$ cat src/design/lphdp_ram.sv
// Generic single-clock RAM with one write port and one registered read port.
`default_nettype none

module lphdp_ram #(
	parameter int WIDTH = 8,
	parameter int DEPTH = 16
) (
	input  wire logic                     clk,
	input  wire logic                     we,
	input  wire logic [$clog2(DEPTH)-1:0] waddr,
	input  wire logic [WIDTH-1:0]         wdata,
	input  wire logic [$clog2(DEPTH)-1:0] raddr,
	output logic      [WIDTH-1:0]         rdata
);

	logic [WIDTH-1:0] mem_q [DEPTH];

	always_ff @(posedge clk) begin
		if (we) begin
			mem_q[waddr] <= wdata;
		end
		rdata <= mem_q[raddr];
	end

endmodule

`default_nettype wire

$ cat config.mk
export PLATFORM = sky130hd
export DESIGN_NAME = lphdp_ram
export DESIGN_NICKNAME = d
export VERILOG_FILES = /design/src/design/lphdp_ram.sv
export SDC_FILE = /design/constraint.sdc
export NUM_CORES = 1
export LEC_CHECK = 0
export BUFFER_PORTS_ARGS = -buffer_cell sky130_fd_sc_hd__buf_2
export CORE_ASPECT_RATIO = 1.1
export CORE_MARGIN = 2
export CORE_UTILIZATION = 60
export DETAILED_ROUTE_END_ITERATION = 10
export PLACE_DENSITY = 0.9
export SLEW_MARGIN = 20
export SYNTH_ARGS = -nofsm -noshare
export SYNTH_HDL_FRONTEND = slang
export SYNTH_SLANG_ARGS = --single-unit
$ cat constraint.sdc
create_clock -name clk -period 4 [get_ports clk]
set_clock_uncertainty 0.2 [all_clocks]
set_input_delay 0.4 -clock clk [delete_from_list [all_inputs] [get_ports clk]]
set_output_delay 0.4 -clock clk [all_outputs]
set_load 0.02 [all_outputs]
Yosys cells after proc, flatten, opt, wreduce, memory -nomap -nowiden

Memory sizes are Yosys's and may differ from the RTL's. A register that Yosys moved wholly into a read port is not among the register bits.
Cells that the tools add are included.
Widths: inputs -> output; s select.

Memories kept: 1
Bits in registers: 0
Memory bits (writable): 128
Input bits: 18
Logic and storage cells: 3

Muxes and demuxes: 2

Memories:

| memory | words | width | rd ports | clocked after Yosys merged registers in | wr ports | RTL line | RTL |
|---|---|---|---|---|---|---|---|
| mem_q  | 16    | 8     | 1        | 1                                       | 1        | 16       | `logic [WIDTH-1:0] mem_q [DEPTH];` |

Operator list:

| kind   | number |
|---|---|
| $mux 1 | 2 |

Logic depth before layout (Yosys ltp)

Gate-level depths: netlist of run 1.

Word-level depth: 2
Depth in mapped cells: 5

Worst setup path after synthesis of run 1

No wires, ideal clock.

Path kind: input-to-reg
Start point: in waddr[2]
End point: mem mem_q[0][0] (enable)
Required time: 3417 ps
Stages on the path: 2
Arrival: 1510 ps
Library setup time: 383 ps
Buffers on the path: 0
Path slack: 1907 ps
Cell sequence: or3b_2 > nor3_1

RTL lines:

| item        | RTL line | RTL |
|---|---|---|
| from (decl) | 10       | `input wire logic [$clog2(DEPTH)-1:0] waddr,` |
| to (decl)   | 16       |  |

No word-level cell before the write port.

==> flow_metrics.py, run 1 <==
metrics = {
    "status": {
        "status": "completed",
    },
    "cells_and_area": {
        "mostFrequentLayoutCells": "edfxtp_1 (128), buf_2 (25), mux4_2 (18), a22oi_1 (16), clkbuf_16 (16)",
        "syn2layout_area_growth_pct": 15.46,
        "final_common_cell": "edfxtp_1",
        "num_antenna_cells": 0,
        "drive_gt1_share_pct": 28.42,
        "fin_nets": 283,
        "finish.instance_area_mm2": 0.005943,
    },
    "yosys": {
        "synth_nets": 247,
        "synth_cells": 229,
        "ys_ff_latch": 136,
        "yosys-top-cells-area": "edfxtp_1 (75%), mux4_2 (7.9%), mux4_1 (7.1%)",
        "synth_area_per_cell_um2": 22.48,
        "synth.top_cell.area_share_pct": 74.67,
        "synth_area_leader_cell": "edfxtp_1",
        "ys_seq_area_share_pct": 77.78,
        "ys_warn_count": 0,
        "synth_cell_types": 19,
        "synth_area_mm2": 0.005147,
    },
    "placed_design": {
        "placed_cell_area_mm2": 0.005350,
        "routabilityCongestion": 0.7615,
        "numPortBuffers": 25,
        "post-dp-hpwl_um": 5796,
    },
    "power_and_ir_drop": {
        "p_leak_nw": 1.977,
        "vdd_drop_max_uv": 394.7,
        "power_density_mw_per_mm2": 553.3,
    },
    "sta": {
        "fin_crit_sh_pct": 50.01,
        "slew_headroom_pct": 31.99,
        "finalMaxSlewViolations": 0,
        "fin_crit_ns": 2.000,
        "setup_tns_ns": 0,
        "hold_viol": 0,
        "whs_ns": 0.07217,
        "worst_slew_pin_slew_ns": 1.020,
        "rsz0062_at_grt": "no",
        "fmax_mhz": 499.9,
        "setup_viol_count_final": 0,
    },
    "die": {
        "dieArea_mm2": 0.009337,
        "ioPinCount": 26,
        "start_util_pct": 61.54,
        "die_h_um": 101.1,
        "core_area_mm2": 0.008364,
        "die_w_um": 92.31,
        "num_rows": 35,
    },
    "setup_path": {
        "critPathSlowestCell": "buf_2",
        "path_max_fanout": 32,
        "cp_num_buf_inv": 1,
        "reg2reg_from": "mem_q[11][0]$_DFFE_PP_",
        "crit_family": "buffers and inverters",
        "crit_chain": "buf_2, mux4_1, a22oi_1, nand2_1",
        "path_depth": 4,
        "reg2reg_depth": 3,
        "cp-end-kind": "register",
        "rr_endpoint": "rdata[0]$_DFF_P_",
        "worstSetupPathType": "input port to register",
        "arrival_ns": 2.19,
        "crit_end": "rdata[3]$_DFF_P_",
        "r2r_slack_ns": 2.42,
        "cp-startpoint": "raddr[0]",
        "cp_slowest_stage_delay_ns": 0.76,
        "worstSetupStartpointType": "input port",
        "critPathRequiredTime_ns": 4.19,
    },
    "hold_path": {
        "min-delay-path-class": "input port to register",
    },
    "global_routing": {
        "track_usage_pct": 23.69,
        "grt_pass1_vias": 2452,
        "grt_overflow": 0,
        "antenna_found_initial": 0,
        "grt_max_degree": 33,
        "grt_pass1_wl_um": 15040,
    },
    "clocking": {
        "clockRootBuffer": "clkbuf_8",
        "htreeDepth": 4,
        "cts_buffers": 17,
        "hold_buffers": 0,
        "post_cts_buffers": 0,
        "cts.sinks": 136,
        "cts.repair.resized": 0,
        "clk_path_buf_depth": 2,
        "clkTransAtPathRegs_ns": 0.06,
        "cts_tree": "yes",
        "clock_latency_ns": 0.52,
    },
    "drt": {
        "drt-wirelength-per-cell_um": 26.08,
        "drtPass1Iterations": 5,
        "totalWireLength_um": 10140,
        "drt_iter0_drc": 247,
        "viasPerCell": 6.267,
        "vias": 2438,
        "ant_nets": 0,
        "drcViolationCount": 0,
    },
    "flow_run": {
        "maxCapViolCount": 0,
    },
}
==> state kept, by name (all words and copies together) (netlist names) <==
signal	count
mem_q	128
rdata	8
==> Yosys cell counts (all sizes together) <==
master	n
nor3	4
and2	1
nor2	13
nand3	1
nand3b	2
nand2	9
a22oi	16
buf	7
clkdlybuf4s25	3
nor2b	1
nand2b	2
edfxtp	128
mux4	32
or3b	1
dfxtp	8
and2b	1
==> through the flow <==
| step | std cells | power (mW) | setup WS, ns | util (%) |
|---|---|---|---|---|
| 3_5_place_dp | 357 | 1.782 | 1.432 | 63.96 |
| 6_report | 389 | 3.288 | 2.000 | 71.05 |
| 2_1_floorplan | 229 | 1.722 | 1.907 | - |
| 4_1_cts | 389 | 3.307 | 1.973 | 71.05 |
| 3_3_place_gp | 357 | 1.772 | 1.413 | 63.90 |
| 5_1_grt | 389 | 3.372 | 1.852 | 71.05 |
==> worst reg2reg max path, cell delays in order (launching register included) <==
cell and delay, ns:
edfxtp_1 0.38, mux4_2 0.47, a22oi_1 0.30, nand2_1 0.10
==> cell families after synthesis <==
logic type / count (synthesis) / share of synthesized area, %
buffers and inverters: 10 / 1.677
AO/OA/AOI/OAI: 16 / 2.334
AND/OR/NAND/NOR: 35 / 3.184
multiplexers: 32 / 15.02
flip-flops: 136 / 77.78
==> per-layer routing <==
layer	wire [µm]	track usage [%]
met3	730	5.655
met1	3908	31.51
met2	5399	38.85
met4	106	9.300
met5	0	0
==> area by class of cell <==
class | instances | area, µm²
well taps | 111 | 138.9
clock inverters | 14 | 175.2
multi-input cells | 83 | 1067
flip-flops and latches | 136 | 4004
repair buffers | 27 | 140.1
fillers | 483 | 2421
clock buffers | 18 | 417.9
==> how the worst min path moves through the flow <==
stage / startpoint / cells after the start / slack, ns / to
after floorplan: wdata[0] / 0 / 0.30 / mem_q[0][0]$_DFFE_PP_
after global placement: mem_q[14][2]$_DFFE_PP_ / 3 / 0.45 / rdata[2]$_DFF_P_
after detailed placement: mem_q[14][3]$_DFFE_PP_ / 3 / 0.46 / rdata[3]$_DFF_P_
after CTS: wdata[6] / 1 / 0.05 / mem_q[3][6]$_DFFE_PP_
after global routing: wdata[7] / 1 / 0.07 / mem_q[7][7]$_DFFE_PP_
final: wdata[7] / 1 / 0.07 / mem_q[0][7]$_DFFE_PP_
==> report_power, final <==
group / leakage, nW / switching (mW) / internal (mW)
Combinational: 0.483 / 0.0921 / 0.0572
Clock: 0.270 / 0.583 / 0.952
Sequential: 1.22 / 0.0104 / 1.59
Note: power is estimated with default switching activity, not from simulation.
==> run 2: changes to the inputs <==
ABC_AREA = 1   (was not set)
CORE_UTILIZATION = 55   (was 60)
PLACE_DENSITY = 0.87   (was 0.9)
clock period = 1.77 ns   (was 4 ns; I/O delays follow)
==> flow_metrics.py, run 2 <==
metrics = {
    "power_and_ir_drop": {
        "vdd_drop_max_uv": 644.5,
        "p_leak_nw": 2.963,
        "power_density_mw_per_mm2": 1138,
    },
    "placed_design": {
        "routabilityCongestion": 0.8419,
        "numPortBuffers": 25,
        "pre_cts_ws_ns": 0.1690,
        "placed_cell_area_mm2": 0.006112,
        "post-dp-hpwl_um": 7914,
    },
    "yosys": {
        "ys.flop_type": "edfxtp_1",
        "synth_edf_count": 128,
        "ys_ff_latch": 136,
        "synth_cells": 551,
        "synth_area_mm2": 0.005767,
        "ys_seq_area_share_pct": 69.43,
        "synth.most_common_cell": "nand2_1",
        "ys_warn_count": 0,
        "yosys-top-cells-area": "edfxtp_1 (67%), nand2_1 (11%), nand3_1 (8.4%)",
        "synth_area_leader_cell": "edfxtp_1",
        "synth.top_cell.area_share_pct": 66.65,
        "synth_nets": 569,
        "synthTopCellsByCount": "nand2_1 (173), edfxtp_1 (128), inv_1 (100)",
        "async_flop_share_pct": 0,
        "synth_cell_types": 12,
        "synth_area_per_cell_um2": 10.47,
    },
    "die": {
        "start_util_pct": 56.01,
        "die_w_um": 101.6,
        "ioPinCount": 26,
        "core_area_mm2": 0.01030,
        "num_rows": 39,
        "dieArea_mm2": 0.01132,
        "die_h_um": 111.4,
    },
    "global_routing": {
        "grt_pass1_vias": 4160,
        "grt_overflow": 0,
        "antenna_found_initial": 0,
        "grt_pass1_wl_um": 21600,
        "grt_max_degree": 65,
        "track_usage_pct": 26.04,
    },
    "sta": {
        "hold_viol": 0,
        "fmax_mhz": 750.2,
        "setup_tns_ns": 0,
        "finalWorstSetupSlack_ns": 0.4371,
        "setup_viol_count_final": 0,
        "fin_crit_ns": 1.333,
        "worst_slew_pin_slew_ns": 0.5816,
        "fin_crit_sh_pct": 75.31,
        "slew_headroom_pct": 61.18,
        "finalMaxSlewViolations": 0,
        "rsz0062_at_grt": "no",
    },
    "drt": {
        "vias": 4124,
        "drcViolationCount": 0,
        "wl_met3_um": 1204,
        "met2_length_um": 6645,
        "viasPerCell": 5.462,
        "dr.max_layer_used": "met4",
        "drt-wirelength-per-cell_um": 17.89,
        "ant_nets": 0,
        "totalWireLength_um": 13510,
        "drt_iter0_drc": 462,
        "drtPass1Iterations": 6,
        "wirelength_met1_um": 4894,
    },
    "setup_path": {
        "critPathSlowestCell": "dfxtp_1",
        "rr_endpoint": "rdata[6]$_DFF_P_",
        "cp_num_buf_inv": 1,
        "crit_family": "flip-flops",
        "r2r_slack_ns": 0.45,
        "arrival_ns": 0.96,
        "reg2reg_from": "mem_q[1][6]$_DFFE_PP_",
        "critPathRequiredTime_ns": 1.39,
        "worstSetupStartpointType": "register",
        "crit_chain": "buf_2",
        "reg2reg_depth": 6,
        "worstSetupPathType": "register to output port",
        "cp-end-kind": "output port",
        "path_max_fanout": 1,
        "cp_slowest_stage_delay_ns": 0.36,
    },
    "cells_and_area": {
        "top_register": "mem_q",
        "largest_register_ffs": 128,
        "n_fill_cell": 687,
        "top_regs": "mem_q: 128 flops, rdata: 8 flops",
        "finish.instance_area_mm2": 0.006799,
        "drive_gt1_share_pct": 12.58,
        "mostFrequentLayoutCells": "nand2_1 (173), edfxtp_1 (128), inv_1 (100), nand3_1 (97), buf_2 (25)",
        "syn2layout_area_growth_pct": 17.90,
        "final_util_pct": 66.03,
        "final_common_cell": "nand2_1",
        "fin_nets": 618,
        "num_antenna_cells": 0,
    },
    "clocking": {
        "clockRootBuffer": "clkbuf_16",
        "htreeDepth": 4,
        "clk_path_buf_depth": 2,
        "cts.sinks": 136,
        "cts_tree": "yes",
        "clkTransAtPathRegs_ns": 0.06,
        "cts_buffers": 17,
        "cts.repair.resized": 0,
        "clock_latency_ns": 0.42,
    },
    "hold_path": {
        "min-delay-path-class": "input port to register",
        "holdPathEnd": "mem_q[8][6]$_DFFE_PP_",
        "min_path_cells": 1,
        "holdCritStartpoint": "wdata[6]",
    },
    "status": {
        "status": "completed",
    },
    "flow_run": {
        "maxCapViolCount": 0,
    },
}
run 2: cell families after synthesis:
group / share of synthesized area, %
buffers and inverters: 9.525
DFF: 69.43
and+or+nand+nor: 21.05
run 2: how the worst max path moves through the flow:
stage	start	endpoint	depth (start not counted)
after global routing	mem_q[1][2]$_DFFE_PP_	rdata[2]$_DFF_P_	6
after global placement	raddr[2]	rdata[6]$_DFF_P_	5
after floorplan	waddr[2]	mem_q[10][0]$_DFFE_PP_	2
final	rdata[0]$_DFF_P_	rdata[0]	1
after detailed placement	raddr[2]	rdata[7]$_DFF_P_	5
after CTS	rdata[7]$_DFF_P_	rdata[7]	1
run 2: area by class of cell:
class	instances	area [µm²]	share of cell area, %
clock inverters	14	181.4	2.668
well taps	143	178.9	2.632
multi-input cells	289	1214	17.85
repair buffers	54	412.9	6.073
clock buffers	17	425.4	6.257
inverters	102	382.9	5.631
flip-flops and latches	136	4004	58.89
run 2: repair_timing:
item	4_1_cts	5_1_grt
setup buffers	0	0
setup endpoints to repair	0	0
endpoints found under the hold margin	120	0
hold buffers	8	0
run 2: layer usage:
metal | up-vias | track usage (%)
li1 | 1868 | -
met1 | 1917 | 31.38
met2 | 278 | 40.13
met3 | 61 | 8.663
met4 | 0 | 16.22
met5 | - | 0
run 2: metrics by stage:
step / std cells / total power, mW / hold slack [ns]
after floorplan: 551 / 3.965 / 0.07587
after global placement: 716 / 4.131 / 0.3542
after detailed placement: 716 / 4.151 / 0.3521
after CTS: 755 / 7.741 / 0.001558
after global routing: 755 / 7.936 / 0.001596
final: 755 / 7.739 / 0.01078
run 2: power breakdown:
group | total (mW) | internal, mW | switching (mW) | leakage [nW]
clock network | 3.62 | 2.33 | 1.29 | 0.286
registers | 3.63 | 3.60 | 0.0256 | 1.22
logic | 0.493 | 0.149 | 0.345 | 1.45
